`src/rtl/rcwc_pkg.sv`:
```
`default_nettype none
package rcwc_pkg;

	localparam int SEQ_W   = 32;
	localparam int WIN_W   = 32;
	localparam int MSS_W   = 16;
	localparam int PWIN_W  = 16;
	localparam int LEN_W   = 16;
	localparam int RETRY_W = 4;
	localparam int CFG_W   = 21;
	localparam int DIV_W   = 32;

	// Default depth of the queue between the front and the back.
	localparam int QUEUE_DEPTH = 4;

	localparam logic [MSS_W-1:0]   MSS_RESET     = 16'd1024;
	localparam logic [WIN_W-1:0]   WINDOW_RESET  = 32'd1024;
	localparam logic [WIN_W-1:0]   THRESH_RESET  = 32'd65536;
	localparam logic [RETRY_W-1:0] RETRIES_RESET = 4'd8;
	localparam logic [RETRY_W-1:0] COUNT_MAX     = 4'd15;
	localparam logic [RETRY_W-1:0] DUP_TRIGGER   = 4'd3;

	typedef enum logic [0:0] {
		OP_ACK   = 1'b0,
		OP_TIMER = 1'b1
	} op_t;

	typedef enum logic [1:0] {
		PH_SLOW  = 2'd0,
		PH_AVOID = 2'd1,
		PH_FAST  = 2'd2
	} phase_t;

	typedef enum logic [1:0] {
		RS_NONE    = 2'd0,
		RS_FAST    = 2'd1,
		RS_TIMEOUT = 2'd2
	} resend_t;

	typedef enum logic [1:0] {
		CFG_MSS            = 2'd0,
		CFG_INIT_WINDOW    = 2'd1,
		CFG_INIT_THRESHOLD = 2'd2,
		CFG_MAX_RETRIES    = 2'd3
	} cfg_idx_t;

	typedef enum logic [2:0] {
		BK_IDLE,
		BK_DECIDE,
		BK_DIV_GO,
		BK_DIV_WAIT,
		BK_CREDIT,
		BK_OUT
	} bk_state_t;

	typedef struct packed {
		logic             we;
		cfg_idx_t         index;
		logic [CFG_W-1:0] data;
	} cfg_wr_t;

	// An event after classification, as it sits in the queue.
	typedef struct packed {
		op_t                op;
		logic [SEQ_W-1:0]   ack_num;
		logic [PWIN_W-1:0]  peer_window;
		logic [SEQ_W-1:0]   seg_seq;
		logic [LEN_W-1:0]   seg_len;
		logic [RETRY_W-1:0] retry_count;
		logic [SEQ_W-1:0]   next_seq;
		logic [SEQ_W-1:0]   data_end;
		logic [SEQ_W:0]     seg_end;
		logic               seg_tail;
		logic [LEN_W:0]     data_room;
	} evt_entry_t;

	typedef struct packed {
		logic       valid;
		evt_entry_t entry;
	} q_stat_t;

	typedef struct packed {
		logic             start;
		logic [DIV_W-1:0] dividend;
		logic [DIV_W-1:0] divisor;
	} div_req_t;

	typedef struct packed {
		logic             busy;
		logic             done;
		logic [DIV_W-1:0] quotient;
	} div_rsp_t;

endpackage
`default_nettype wire

```
`src/rtl/rcwc_if.sv`:
```
`default_nettype none
interface rcwc_in_if import rcwc_pkg::*; ();
	logic               valid;
	logic               ready;
	logic               operation;
	logic [SEQ_W-1:0]   ack_num;
	logic [PWIN_W-1:0]  peer_window;
	logic [SEQ_W-1:0]   seg_seq;
	logic [LEN_W-1:0]   seg_len;
	logic [RETRY_W-1:0] retry_count;
	logic [SEQ_W-1:0]   next_seq;
	logic [SEQ_W-1:0]   data_end;

	modport source (
		output valid, operation, ack_num, peer_window, seg_seq, seg_len,
		       retry_count, next_seq, data_end,
		input  ready
	);
	modport sink (
		input  valid, operation, ack_num, peer_window, seg_seq, seg_len,
		       retry_count, next_seq, data_end,
		output ready
	);
endinterface

interface rcwc_out_if import rcwc_pkg::*; ();
	logic               valid;
	logic               ready;
	logic [WIN_W-1:0]   cwnd_out;
	logic [WIN_W-1:0]   threshold_out;
	logic [1:0]         phase_out;
	logic [MSS_W-1:0]   send_credit;
	logic [1:0]         resend;
	logic [SEQ_W-1:0]   resend_seq;
	logic [LEN_W-1:0]   resend_len;
	logic [RETRY_W-1:0] rearm_count;
	logic               fatal;

	modport source (
		output valid, cwnd_out, threshold_out, phase_out, send_credit, resend,
		       resend_seq, resend_len, rearm_count, fatal,
		input  ready
	);
	modport sink (
		input  valid, cwnd_out, threshold_out, phase_out, send_credit, resend,
		       resend_seq, resend_len, rearm_count, fatal,
		output ready
	);
endinterface
`default_nettype wire

```
`src/rtl/rcwc_front.sv`:
```
`default_nettype none
module rcwc_front import rcwc_pkg::*; #(
	parameter int DEPTH = QUEUE_DEPTH
) (
	input  wire logic  clk,
	input  wire logic  arst_n,
	rcwc_in_if.sink    evt,
	output q_stat_t    qs,
	input  wire logic  q_pop
);

	localparam int PW = (DEPTH > 1) ? $clog2(DEPTH) : 1;
	localparam int CW = $clog2(DEPTH + 1);

	evt_entry_t     mem_q [DEPTH];
	evt_entry_t     entry;
	logic [PW-1:0]  wr_ptr_q, rd_ptr_q;
	logic [CW-1:0]  count_q;
	logic           push;
	logic [SEQ_W:0] room_diff;

	// Classification needs only the item itself, so it is done on the way in.
	always_comb begin
		entry             = '0;
		entry.op          = op_t'(evt.operation);
		entry.ack_num     = evt.ack_num;
		entry.peer_window = evt.peer_window;
		entry.seg_seq     = evt.seg_seq;
		entry.seg_len     = evt.seg_len;
		entry.retry_count = evt.retry_count;
		entry.next_seq    = evt.next_seq;
		entry.data_end    = evt.data_end;
		entry.seg_end     = {1'b0, evt.seg_seq} + {{(SEQ_W - LEN_W + 1){1'b0}}, evt.seg_len};
		entry.seg_tail    = (evt.seg_seq == evt.next_seq) && (evt.seg_len == '0);
		room_diff         = {1'b0, evt.data_end} - {1'b0, evt.next_seq};
		// Room left in user data, saturated just above any segment size.
		if (room_diff[SEQ_W]) begin
			entry.data_room = '0;
		end else if (room_diff[SEQ_W-1:LEN_W] != '0) begin
			entry.data_room = {1'b1, {LEN_W{1'b0}}};
		end else begin
			entry.data_room = {1'b0, room_diff[LEN_W-1:0]};
		end
	end

	assign evt.ready = (count_q != CW'(DEPTH));
	assign push      = evt.valid && evt.ready;
	assign qs.valid  = (count_q != '0);
	assign qs.entry  = mem_q[rd_ptr_q];

	always_ff @(posedge clk or negedge arst_n) begin
		if (!arst_n) begin
			wr_ptr_q <= '0;
			rd_ptr_q <= '0;
			count_q  <= '0;
		end else begin
			if (push) begin
				wr_ptr_q <= (wr_ptr_q == PW'(DEPTH - 1)) ? '0 : wr_ptr_q + PW'(1);
			end
			if (q_pop) begin
				rd_ptr_q <= (rd_ptr_q == PW'(DEPTH - 1)) ? '0 : rd_ptr_q + PW'(1);
			end
			if (push && !q_pop) begin
				count_q <= count_q + CW'(1);
			end else if (!push && q_pop) begin
				count_q <= count_q - CW'(1);
			end
		end
	end

	always_ff @(posedge clk) begin
		if (push) begin
			mem_q[wr_ptr_q] <= entry;
		end
	end

endmodule
`default_nettype wire

```
`src/rtl/rcwc_div.sv`:
```
`default_nettype none
module rcwc_div import rcwc_pkg::*; (
	input  wire logic     clk,
	input  wire logic     arst_n,
	input  wire div_req_t req,
	output div_rsp_t      rsp
);

	localparam int NW = $clog2(DIV_W + 1);

	logic [NW-1:0]    cnt_q;
	logic             done_q;
	logic [DIV_W-1:0] quo_q, rem_q, dsr_q;
	logic [DIV_W:0]   shifted;
	logic [DIV_W+1:0] trial;

	// Restoring division, one quotient bit per cycle, dividend shifted out
	// of the quotient register as the quotient bits shift in.
	assign shifted = {rem_q, quo_q[DIV_W-1]};
	assign trial   = {1'b0, shifted} - {2'b00, dsr_q};

	always_ff @(posedge clk or negedge arst_n) begin
		if (!arst_n) begin
			cnt_q  <= '0;
			done_q <= 1'b0;
		end else begin
			done_q <= (cnt_q == NW'(1));
			if (req.start) begin
				cnt_q <= NW'(DIV_W);
			end else if (cnt_q != '0) begin
				cnt_q <= cnt_q - NW'(1);
			end
		end
	end

	always_ff @(posedge clk) begin
		if (req.start) begin
			quo_q <= req.dividend;
			rem_q <= '0;
			dsr_q <= req.divisor;
		end else if (cnt_q != '0) begin
			if (trial[DIV_W+1]) begin
				rem_q <= shifted[DIV_W-1:0];
			end else begin
				rem_q <= trial[DIV_W-1:0];
			end
			quo_q <= {quo_q[DIV_W-2:0], ~trial[DIV_W+1]};
		end
	end

	assign rsp.busy     = (cnt_q != '0);
	assign rsp.done     = done_q;
	assign rsp.quotient = quo_q;

endmodule
`default_nettype wire

```
`src/rtl/rcwc_back.sv`:
```
`default_nettype none
module rcwc_back import rcwc_pkg::*; (
	input  wire logic     clk,
	input  wire logic     arst_n,
	input  wire cfg_wr_t  cfg,
	input  wire q_stat_t  qs,
	output logic          q_pop,
	output div_req_t      div_req,
	input  wire div_rsp_t div_rsp,
	rcwc_out_if.source    res
);

	function automatic logic [WIN_W-1:0] sat32(input logic [WIN_W:0] s);
		sat32 = s[WIN_W] ? '1 : s[WIN_W-1:0];
	endfunction

	// Difference clamped at zero and then at the segment size.
	function automatic logic [MSS_W-1:0] clamp_mss(input logic [SEQ_W+1:0] v,
	                                              input logic [MSS_W-1:0] m);
		if (v[SEQ_W+1]) begin
			clamp_mss = '0;
		end else if (v > {{(SEQ_W - MSS_W + 2){1'b0}}, m}) begin
			clamp_mss = m;
		end else begin
			clamp_mss = v[MSS_W-1:0];
		end
	endfunction

	bk_state_t state_q, state_d;
	evt_entry_t item_q;

	logic [SEQ_W-1:0]   base_q, lra_q;
	logic [WIN_W-1:0]   cong_q, thr_q;
	logic [RETRY_W-1:0] dup_q, maxr_q;
	phase_t             phase_q;
	logic [PWIN_W-1:0]  recv_q;
	logic [MSS_W-1:0]   mss_q;

	resend_t            rs_q;
	logic [SEQ_W-1:0]   rseq_q;
	logic [LEN_W-1:0]   rlen_q;
	logic [RETRY_W-1:0] rearm_q;
	logic               fatal_q;
	logic [DIV_W-1:0]   sq_q;
	logic [MSS_W-1:0]   c1_q, c3_q;

	logic               out_valid_q;
	logic [WIN_W-1:0]   cwnd_out_q, thr_out_q;
	phase_t             phase_out_q;
	logic [MSS_W-1:0]   credit_out_q;
	resend_t            rs_out_q;
	logic [SEQ_W-1:0]   rseq_out_q;
	logic [LEN_W-1:0]   rlen_out_q;
	logic [RETRY_W-1:0] rearm_out_q;
	logic               fatal_out_q;

	logic [SEQ_W-1:0]   base_d, lra_d;
	logic [WIN_W-1:0]   cong_d, thr_d;
	logic [RETRY_W-1:0] dup_d;
	phase_t             phase_d;
	logic [PWIN_W-1:0]  recv_d;
	resend_t            rs_d;
	logic [SEQ_W-1:0]   rseq_d;
	logic [LEN_W-1:0]   rlen_d;
	logic [RETRY_W-1:0] rearm_d;
	logic               fatal_d;
	logic               grow_avoid;

	logic [WIN_W-1:0]   cong_half, cong_plus_mss, fast_cong;
	logic [RETRY_W-1:0] dup_inc, rearm_inc;
	logic [MSS_W+1:0]   mss3;
	logic [SEQ_W:0]     lra_room;
	logic [LEN_W-1:0]   fast_len;
	logic               pending;
	logic [SEQ_W+1:0]   w_recv, w_cong;
	logic [MSS_W-1:0]   credit_min, credit;
	logic               out_free, out_load;

	// Decision of one event from the current state.
	always_comb begin
		cong_half     = {1'b0, cong_q[WIN_W-1:1]};
		cong_plus_mss = sat32({1'b0, cong_q} + {{(WIN_W - MSS_W + 1){1'b0}}, mss_q});
		mss3          = {2'b00, mss_q} + {1'b0, mss_q, 1'b0};
		fast_cong     = sat32({1'b0, cong_half} + {{(WIN_W - MSS_W - 1){1'b0}}, mss3});
		dup_inc       = (dup_q == COUNT_MAX) ? dup_q : dup_q + RETRY_W'(1);
		rearm_inc     = (item_q.retry_count == COUNT_MAX) ? COUNT_MAX
		                : item_q.retry_count + RETRY_W'(1);
		lra_room      = {1'b0, item_q.data_end} - {1'b0, lra_q};
		if (lra_room[SEQ_W]) begin
			fast_len = '0;
		end else if (lra_room[SEQ_W-1:0] > {{(SEQ_W - MSS_W){1'b0}}, mss_q}) begin
			fast_len = mss_q;
		end else begin
			fast_len = lra_room[LEN_W-1:0];
		end
		pending = (item_q.seg_end > {1'b0, base_q}) || item_q.seg_tail;

		base_d     = base_q;
		lra_d      = lra_q;
		cong_d     = cong_q;
		thr_d      = thr_q;
		dup_d      = dup_q;
		phase_d    = phase_q;
		recv_d     = recv_q;
		rs_d       = RS_NONE;
		rseq_d     = '0;
		rlen_d     = '0;
		rearm_d    = '0;
		fatal_d    = 1'b0;
		grow_avoid = 1'b0;

		if (item_q.op == OP_ACK) begin
			recv_d = item_q.peer_window;
			if (item_q.ack_num > base_q) begin
				base_d = item_q.ack_num;
				unique case (phase_q)
					PH_SLOW: begin
						cong_d = cong_plus_mss;
						if (cong_plus_mss > thr_q) begin
							phase_d = PH_AVOID;
						end
					end
					PH_AVOID: begin
						grow_avoid = 1'b1;
					end
					PH_FAST: begin
						cong_d  = thr_q;
						dup_d   = '0;
						phase_d = PH_AVOID;
					end
					default: begin
					end
				endcase
			end else if (item_q.ack_num == lra_q) begin
				dup_d = dup_inc;
				if (phase_q == PH_FAST) begin
					cong_d = cong_plus_mss;
				end else if (dup_inc >= DUP_TRIGGER) begin
					thr_d   = cong_half;
					cong_d  = fast_cong;
					phase_d = PH_FAST;
					rs_d    = RS_FAST;
					rseq_d  = lra_q;
					rlen_d  = fast_len;
				end
			end else begin
				dup_d = '0;
				lra_d = item_q.ack_num;
			end
		end else if (pending) begin
			if (item_q.retry_count > maxr_q) begin
				fatal_d = 1'b1;
			end else begin
				rs_d    = RS_TIMEOUT;
				rseq_d  = item_q.seg_seq;
				rlen_d  = item_q.seg_len;
				rearm_d = rearm_inc;
				thr_d   = cong_half;
				cong_d  = {{(WIN_W - MSS_W){1'b0}}, mss_q};
				dup_d   = '0;
				phase_d = PH_SLOW;
			end
		end
	end

	assign w_recv = {2'b00, base_q} + {{(SEQ_W - PWIN_W + 2){1'b0}}, recv_q}
	                - {2'b00, item_q.next_seq};
	assign w_cong = {2'b00, base_q} + {2'b00, cong_q} - {2'b00, item_q.next_seq};

	assign credit_min = (c1_q < c3_q) ? c1_q : c3_q;
	assign credit     = ({1'b0, credit_min} < item_q.data_room) ? credit_min
	                    : item_q.data_room[MSS_W-1:0];

	assign out_free = !out_valid_q || res.ready;

	always_comb begin
		state_d               = state_q;
		q_pop                 = 1'b0;
		out_load              = 1'b0;
		div_req.start         = 1'b0;
		div_req.dividend      = sq_q;
		div_req.divisor       = (cong_q == '0) ? DIV_W'(1) : cong_q;
		unique case (state_q)
			BK_IDLE: begin
				if (qs.valid) begin
					q_pop   = 1'b1;
					state_d = BK_DECIDE;
				end
			end
			BK_DECIDE: begin
				state_d = grow_avoid ? BK_DIV_GO : BK_CREDIT;
			end
			BK_DIV_GO: begin
				div_req.start = 1'b1;
				state_d       = BK_DIV_WAIT;
			end
			BK_DIV_WAIT: begin
				if (div_rsp.done) begin
					state_d = BK_CREDIT;
				end
			end
			BK_CREDIT: begin
				state_d = BK_OUT;
			end
			BK_OUT: begin
				if (out_free) begin
					out_load = 1'b1;
					state_d  = BK_IDLE;
				end
			end
			default: begin
				state_d = BK_IDLE;
			end
		endcase
	end

	always_ff @(posedge clk or negedge arst_n) begin
		if (!arst_n) begin
			state_q <= BK_IDLE;
		end else begin
			state_q <= state_d;
		end
	end

	// Connection state and configuration. The user must write configuration only while
	// no event is in flight, so it never meets a datapath update; the block does not enforce it.
	always_ff @(posedge clk or negedge arst_n) begin
		if (!arst_n) begin
			base_q  <= '0;
			lra_q   <= '0;
			dup_q   <= '0;
			cong_q  <= WINDOW_RESET;
			thr_q   <= THRESH_RESET;
			phase_q <= PH_SLOW;
			recv_q  <= '0;
			mss_q   <= MSS_RESET;
			maxr_q  <= RETRIES_RESET;
		end else begin
			if (state_q == BK_DECIDE) begin
				base_q  <= base_d;
				lra_q   <= lra_d;
				dup_q   <= dup_d;
				cong_q  <= cong_d;
				thr_q   <= thr_d;
				phase_q <= phase_d;
				recv_q  <= recv_d;
			end else if (state_q == BK_DIV_WAIT && div_rsp.done) begin
				cong_q <= sat32({1'b0, cong_q} + {1'b0, div_rsp.quotient});
			end
			if (cfg.we) begin
				unique case (cfg.index)
					CFG_MSS:            mss_q  <= cfg.data[MSS_W-1:0];
					CFG_INIT_WINDOW:    cong_q <= {{(WIN_W - CFG_W){1'b0}}, cfg.data};
					CFG_INIT_THRESHOLD: thr_q  <= {{(WIN_W - CFG_W){1'b0}}, cfg.data};
					CFG_MAX_RETRIES:    maxr_q <= cfg.data[RETRY_W-1:0];
					default: begin
					end
				endcase
			end
		end
	end

	always_ff @(posedge clk) begin
		if (q_pop) begin
			item_q <= qs.entry;
		end
		if (state_q == BK_DECIDE) begin
			rs_q    <= rs_d;
			rseq_q  <= rseq_d;
			rlen_q  <= rlen_d;
			rearm_q <= rearm_d;
			fatal_q <= fatal_d;
			sq_q    <= {{(DIV_W - MSS_W){1'b0}}, mss_q} * {{(DIV_W - MSS_W){1'b0}}, mss_q};
		end
		if (state_q == BK_CREDIT) begin
			c1_q <= clamp_mss(w_recv, mss_q);
			c3_q <= clamp_mss(w_cong, mss_q);
		end
		if (out_load) begin
			cwnd_out_q   <= cong_q;
			thr_out_q    <= thr_q;
			phase_out_q  <= phase_q;
			credit_out_q <= credit;
			rs_out_q     <= rs_q;
			rseq_out_q   <= rseq_q;
			rlen_out_q   <= rlen_q;
			rearm_out_q  <= rearm_q;
			fatal_out_q  <= fatal_q;
		end
	end

	always_ff @(posedge clk or negedge arst_n) begin
		if (!arst_n) begin
			out_valid_q <= 1'b0;
		end else if (out_load) begin
			out_valid_q <= 1'b1;
		end else if (res.ready) begin
			out_valid_q <= 1'b0;
		end
	end

	assign res.valid         = out_valid_q;
	assign res.cwnd_out      = cwnd_out_q;
	assign res.threshold_out = thr_out_q;
	assign res.phase_out     = phase_out_q;
	assign res.send_credit   = credit_out_q;
	assign res.resend        = rs_out_q;
	assign res.resend_seq    = rseq_out_q;
	assign res.resend_len    = rlen_out_q;
	assign res.rearm_count   = rearm_out_q;
	assign res.fatal         = fatal_out_q;

endmodule
`default_nettype wire

```
`src/rtl/reno_congestion_window_control_top.sv`:
```
`default_nettype none
// Channel   Direction  Carries
// evt       in         one ack or timer event per item
// res       out        one window/credit/retransmit result per item
// cfg       in         register writes: mss, initial window, threshold, retries
//
// An event is written into a queue of QDEPTH items on the cycle it is accepted.
// The back end takes one event at a time through its decide, credit and output
// states, holding in the last until the result register is free; an ack that grows
// the window in congestion avoidance also runs the 32-step restoring divider computing mss*mss/cwnd.
// Reset clears the queue, the connection state and the result valid flag at once;
// there is no clearing pass. A stalled result holds the back end, while the
// front keeps taking events until the queue is full.
module reno_congestion_window_control_top import rcwc_pkg::*; #(
	parameter int QDEPTH = QUEUE_DEPTH
) (
	input  wire logic             clk,
	input  wire logic             arst_n,
	rcwc_in_if.sink               evt,
	rcwc_out_if.source            res,
	input  wire logic             cfg_we,
	input  wire logic [1:0]       cfg_index,
	input  wire logic [CFG_W-1:0] cfg_data
);

	cfg_wr_t  cfg;
	q_stat_t  qs;
	logic     q_pop;
	div_req_t div_req;
	div_rsp_t div_rsp;

	assign cfg.we    = cfg_we;
	assign cfg.index = cfg_idx_t'(cfg_index);
	assign cfg.data  = cfg_data;

	// The front classifies each event and buffers it, so that incoming events
	// are not held up while the back end waits on the divider or on the sink, until the queue is full.
	rcwc_front #(
		.DEPTH (QDEPTH)
	) u_front (
		.clk    (clk),
		.arst_n (arst_n),
		.evt    (evt),
		.qs     (qs),
		.q_pop  (q_pop)
	);

	// The divider serves only the window growth of congestion avoidance.
	rcwc_div u_div (
		.clk    (clk),
		.arst_n (arst_n),
		.req    (div_req),
		.rsp    (div_rsp)
	);

	// The back end owns the connection state and the result register.
	rcwc_back u_back (
		.clk     (clk),
		.arst_n  (arst_n),
		.cfg     (cfg),
		.qs      (qs),
		.q_pop   (q_pop),
		.div_req (div_req),
		.div_rsp (div_rsp),
		.res     (res)
	);

	// The back end never takes an event from an empty queue.
	a_pop_nonempty: assert property (@(posedge clk) disable iff (!arst_n)
		q_pop |-> qs.valid)
		else $error("queue popped while empty");

	// The divider is never restarted while a division is running.
	a_div_idle: assert property (@(posedge clk) disable iff (!arst_n)
		div_req.start |-> !div_rsp.busy)
		else $error("divider started while busy");

	// A fatal result never orders a retransmit.
	a_fatal_no_resend: assert property (@(posedge clk) disable iff (!arst_n)
		(res.valid && res.fatal) |-> (res.resend == RS_NONE))
		else $error("fatal result with a retransmit order");

	// Without a retransmit order the segment fields are all zero.
	a_no_resend_zero: assert property (@(posedge clk) disable iff (!arst_n)
		(res.valid && res.resend == RS_NONE) |->
			(res.resend_seq == '0 && res.resend_len == '0 && res.rearm_count == '0))
		else $error("segment fields set without a retransmit order");

endmodule
`default_nettype wire

```
`src/flat_wrapper.sv`:
```
// flat-port wrapper written by rule: the top's interface ports become plain ports
module reno_congestion_window_control_top_flat import rcwc_pkg::*;
#(
	parameter int QDEPTH = QUEUE_DEPTH
)
  (clk, arst_n, cfg_we, cfg_index, cfg_data, evt_valid, evt_operation, evt_ack_num, evt_peer_window, evt_seg_seq, evt_seg_len, evt_retry_count, evt_next_seq, evt_data_end, evt_ready, res_valid, res_cwnd_out, res_threshold_out, res_phase_out, res_send_credit, res_resend, res_resend_seq, res_resend_len, res_rearm_count, res_fatal, res_ready);
  rcwc_in_if evt_i ();
  rcwc_out_if res_i ();
  input  wire logic clk;
  input  wire logic arst_n;
  input  wire logic cfg_we;
  input  wire logic [1:0] cfg_index;
  input  wire logic [CFG_W-1:0] cfg_data;
  input wire logic [$bits(evt_i.valid)-1:0] evt_valid;
  input wire logic [$bits(evt_i.operation)-1:0] evt_operation;
  input wire logic [$bits(evt_i.ack_num)-1:0] evt_ack_num;
  input wire logic [$bits(evt_i.peer_window)-1:0] evt_peer_window;
  input wire logic [$bits(evt_i.seg_seq)-1:0] evt_seg_seq;
  input wire logic [$bits(evt_i.seg_len)-1:0] evt_seg_len;
  input wire logic [$bits(evt_i.retry_count)-1:0] evt_retry_count;
  input wire logic [$bits(evt_i.next_seq)-1:0] evt_next_seq;
  input wire logic [$bits(evt_i.data_end)-1:0] evt_data_end;
  output wire logic [$bits(evt_i.ready)-1:0] evt_ready;
  output wire logic [$bits(res_i.valid)-1:0] res_valid;
  output wire logic [$bits(res_i.cwnd_out)-1:0] res_cwnd_out;
  output wire logic [$bits(res_i.threshold_out)-1:0] res_threshold_out;
  output wire logic [$bits(res_i.phase_out)-1:0] res_phase_out;
  output wire logic [$bits(res_i.send_credit)-1:0] res_send_credit;
  output wire logic [$bits(res_i.resend)-1:0] res_resend;
  output wire logic [$bits(res_i.resend_seq)-1:0] res_resend_seq;
  output wire logic [$bits(res_i.resend_len)-1:0] res_resend_len;
  output wire logic [$bits(res_i.rearm_count)-1:0] res_rearm_count;
  output wire logic [$bits(res_i.fatal)-1:0] res_fatal;
  input wire logic [$bits(res_i.ready)-1:0] res_ready;
  assign evt_i.valid = evt_valid;
  assign evt_i.operation = evt_operation;
  assign evt_i.ack_num = evt_ack_num;
  assign evt_i.peer_window = evt_peer_window;
  assign evt_i.seg_seq = evt_seg_seq;
  assign evt_i.seg_len = evt_seg_len;
  assign evt_i.retry_count = evt_retry_count;
  assign evt_i.next_seq = evt_next_seq;
  assign evt_i.data_end = evt_data_end;
  assign evt_ready = evt_i.ready;
  assign res_valid = res_i.valid;
  assign res_cwnd_out = res_i.cwnd_out;
  assign res_threshold_out = res_i.threshold_out;
  assign res_phase_out = res_i.phase_out;
  assign res_send_credit = res_i.send_credit;
  assign res_resend = res_i.resend;
  assign res_resend_seq = res_i.resend_seq;
  assign res_resend_len = res_i.resend_len;
  assign res_rearm_count = res_i.rearm_count;
  assign res_fatal = res_i.fatal;
  assign res_i.ready = res_ready;
  reno_congestion_window_control_top #(.QDEPTH(QDEPTH)) u_core (.clk(clk), .arst_n(arst_n), .evt(evt_i), .res(res_i), .cfg_we(cfg_we), .cfg_index(cfg_index), .cfg_data(cfg_data));
endmodule
```
`config.mk`:
```
export PLATFORM = sky130hd
export DESIGN_NAME = reno_congestion_window_control_top_flat
export DESIGN_NICKNAME = d
export VERILOG_FILES = /design/src/rtl/rcwc_pkg.sv /design/src/rtl/rcwc_if.sv /design/src/rtl/rcwc_front.sv /design/src/rtl/rcwc_div.sv /design/src/rtl/rcwc_back.sv /design/src/rtl/reno_congestion_window_control_top.sv /design/src/flat_wrapper.sv
export SDC_FILE = /design/constraint.sdc
export NUM_CORES = 2
export LEC_CHECK = 0
export BUFFER_PORTS_ARGS = -buffer_cell sky130_fd_sc_hd__buf_2
export CORE_MARGIN = 1.5
export CORE_UTILIZATION = 60
export CTS_CLUSTER_DIAMETER = 40
export DETAILED_ROUTE_END_ITERATION = 8
export GPL_TIMING_DRIVEN = 1
export PLACE_DENSITY = 0.78
export SLEW_MARGIN = 25
export SYNTH_ARGS = -nofsm -noshare
export SYNTH_HDL_FRONTEND = slang
export SYNTH_HIERARCHICAL = 1
export SYNTH_SLANG_ARGS = --single-unit
export TNS_END_PERCENT = 1
```
`constraint.sdc`:
```
create_clock -name clk -period 30.5 [get_ports clk]
set_input_delay 0 -clock clk [delete_from_list [all_inputs] [get_ports clk]]
set_output_delay 0 -clock clk [all_outputs]
set_load 0.1 [all_outputs]
```
==> impl_metrics.py <==
metrics = {
    "yosys": {
        "synth_top_area_cell": "edfxtp_1",
        "synthTopCellsByCount": "1399 x edfxtp_1, 718 x inv_1, 557 x nand2_1, 552 x ha_1, 386 x a21oi_1",
        "synthAdderAreaFrac": 0.130,
        "yosysTopAreaCellShare": 0.471,
        "synthMuxAreaShare": 0.0738,
        "ys_async_sr_fraction": 0.116,
        "synth.top_cells.by_area": "edfxtp_1 47%, ha_1 7.7%, mux4_2 5.5%",
        "ys.flop_type": "edfxtp_1",
        "yosysWarnings": 6,
        "synth_area_sq_um": 89200,
        "synth_top_family_by_area": "adder cells",
        "synth_compound_area_frac": 0.112,
        "ys_ff_latch": 1619,
        "syn-num-nets": 8079,
        "avgSynthCellArea_sq_um": 12.6,
        "syn_inst": 7098,
        "synth_simple_gate_area_frac": 0.0795,
        "post-synth-top-count-cell": "edfxtp_1",
        "synth_xor_area_frac": 0.0293,
        "synth_seq_area_share": 0.531,
        "synth_cell_types": 118,
        "synth_edf_count": 1399,
    },
    "clock_tree": {
        "postCtsHoldBufs": 310,
        "clock_latency_ps": 870,
        "cts_resized": 0,
        "h-tree-depth": 4,
        "path_clk_slew_ps": 60,
        "cts.sinks": 1619,
        "cts_buffers": 206,
        "root_buffer": "clkbuf_16",
        "cts_buffer_depth": 3,
        "cts_tree": "yes",
        "cts_setup_buffers": 0,
    },
    "detailed_routing": {
        "routed_wl_um": 289000,
        "wl_per_cell_um": 29.3,
        "ant_nets": 0,
        "firstDrtPassIters": 8,
        "vias_per_cell": 6.47,
        "vias": 63800,
        "drc_errors": 0,
        "drtIter0Drc": 7310,
    },
    "layout": {
        "syn_to_final_growth_pct": 15.9,
        "drive_gt1_frac": 0.153,
        "stdcell_count": 9863,
        "layout.nets": 8731,
    },
    "critical_path": {
        "cp.arrival_ps": 8520,
        "crit_path_max_fanout": 17,
        "timing.setup.critical_path_class": "reg -> reg",
        "crit_path_end_kind": "flop",
        "startpoint_type": "flop",
        "worst-endpoint-required_ps": 31060,
    },
    "floorplanning": {
        "die_x_um": 388,
        "start_util": 0.604,
        "dieArea_sq_um": 151000,
        "num_rows": 141,
        "die_y_um": 388,
        "num_io_pins": 332,
        "core_sq_um": 148000,
    },
    "placement": {
        "portBuffers": 331,
        "placedCellCount": 9161,
        "dpl.hpwl_um": 200000,
        "gp_congestion": 1.01,
        "dp_slack_ps": 22430,
    },
    "sta": {
        "setup_violations": 0,
        "rsz0062_at_grt": "false",
        "skew_ps": 86.0,
        "finalHoldViolations": 0,
        "fin_crit_sh": 0.261,
        "slew_headroom": 0.267,
        "fmax_ghz": 0.126,
        "fin_ws_ps": 22540,
        "slew_violations": 0,
        "tightest_slew_ps": 1100,
        "hold_slack_ps": 37.8,
        "fin_setup_tns_ps": 0,
        "fin_crit_ps": 7960,
    },
    "grt": {
        "grt_pass1_wl_um": 421000,
        "grt.total_usage": 0.381,
        "grt_pass1_vias": 64000,
        "antenna_found_initial": 10,
        "grt_overflow": 0,
        "grt_max_degree": 127,
    },
    "run_status": {
        "outcome": "complete, no violations",
    },
    "job": {
        "maxCapViolations": 0,
    },
    "min_path": {
        "hp-class": "in -> reg",
    },
}
## path summary, 6_finish.rpt
| check | start | to | cells after the start | slack, ps |
|---|---|---|---|---|
| worst max-delay path | u_core/u_back/mss_q[3] | u_core/u_back/sq_q[31] | 23 | 22540 |
| worst min-delay path | evt_seg_len[5] | u_core/u_front/mem_q[3][124] | 2 | 40 |
| worst max register to register | u_core/u_back/mss_q[3] | u_core/u_back/sq_q[31] | 23 | 22540 |
| worst min register to register | u_core/u_back/rseq_q[13] | u_core/u_back/res.resend_seq[13] | 0 | 410 |
| max in group asynchronous | arst_n | u_core/u_front/rd_ptr_q[0] | 4 | 29070 |
| min in group asynchronous | arst_n | u_core/u_back/maxr_q[3] | 3 | 400 |
## stage by stage
step,utilization,area (sq um)
2_1_floorplan,-,89200
3_3_place_gp,0.629,92900
3_5_place_dp,0.629,92900
4_1_cts,0.699,103000
5_1_grt,0.700,103000
6_report,0.700,103000
## routing by layer
metal  vias up  track usage  wire [um]
li1      27600            -          -
met1     31400        0.473     104000
met2      3927        0.611     136000
met3       965       0.0693      25800
met4        12        0.263      23600
met5         -            0         81
## layout make-up
| class | count | area [sq um] |
|---|---|---|
| Antenna cell | 1 | 2.50 |
| Clock buffer | 238 | 5420 |
| Clock inverter | 152 | 1790 |
| Fill cell | 9927 | 44400 |
| Inverter | 730 | 2740 |
| Multi-Input combinational cell | 4457 | 38000 |
| Sequential cell | 1619 | 47400 |
| Tap cell | 1930 | 2410 |
| Timing Repair Buffer | 736 | 5570 |
## registers in the layout, indices dropped and copies added (netlist names), 6 cells and up
signal,flops
u_core/u_div/cnt_q,6
u_core/u_back/c3_q,16
u_core/u_div/rem_q,32
u_core/u_back/lra_q,32
u_core/u_back/c1_q,16
u_core/u_front/mem_q,864
u_core/u_back/thr_q,32
u_core/u_back/recv_q,16
u_core/u_div/quo_q,32
u_core/u_back/rseq_q,32
u_core/u_back/item_q,216
u_core/u_back/base_q,32
u_core/u_back/rlen_q,16
u_core/u_back/res.cwnd_out,32
u_core/u_div/dsr_q,32
u_core/u_back/res.send_credit,16
u_core/u_back/sq_q,31
u_core/u_back/cong_q,32
u_core/u_back/res.resend_seq,32
u_core/u_back/res.resend_len,16
u_core/u_back/res.threshold_out,32
u_core/u_back/mss_q,16
## placed cells by master (no fill, tap or decap), types with 88 or more instances in the layout
cell              n
ha_1            552
dfrtp_1         181
xnor2_1         195
mux2_2           96
nand3_1         103
mux4_2          216
clkbuf_16       210
a21oi_1         382
fa_1            236
o21ai_0         295
inv_1           717
xor2_1          103
a21o_1          161
dlygate4sd3_1   309
nor2_1          363
buf_2           330
nand2_1         557
buf_4            88
edfxtp_1       1399
## worst max-delay path, stage by stage (launching register included)
cell and delay, ps:
dfrtp_1 870, clkinv_1 730, nor2_1 400, inv_1 110
fa_1 510, fa_1 510, inv_1 40, ha_1 310
fa_1 520, fa_1 540, inv_1 50, fa_1 530
inv_1 50, ha_1 360, a21oi_1 190, nor2b_1 70
nor2_1 100, o31ai_1 160, a2111oi_2 580, nor2_1 210
a2111oi_0 460, o21bai_1 130, a21oi_1 190, xnor2_1 80
## kinds of logic (layout without fill, tap and decap cells)
kind of cell,count (synthesis),after routing
AO/OA/AOI/OAI,1483,1483
buffers and inverters,1022,1856
other,1,2
XOR/XNOR,298,298
AND/OR/NAND/NOR,1512,1512
adder cells (fa/ha/maj),788,788
multiplexers,375,375
flip-flops,1619,1619
Power is left out: the tool's default activity adds up to more than one toggle a clock period on the data nets, which glitch-free logic cannot reach.
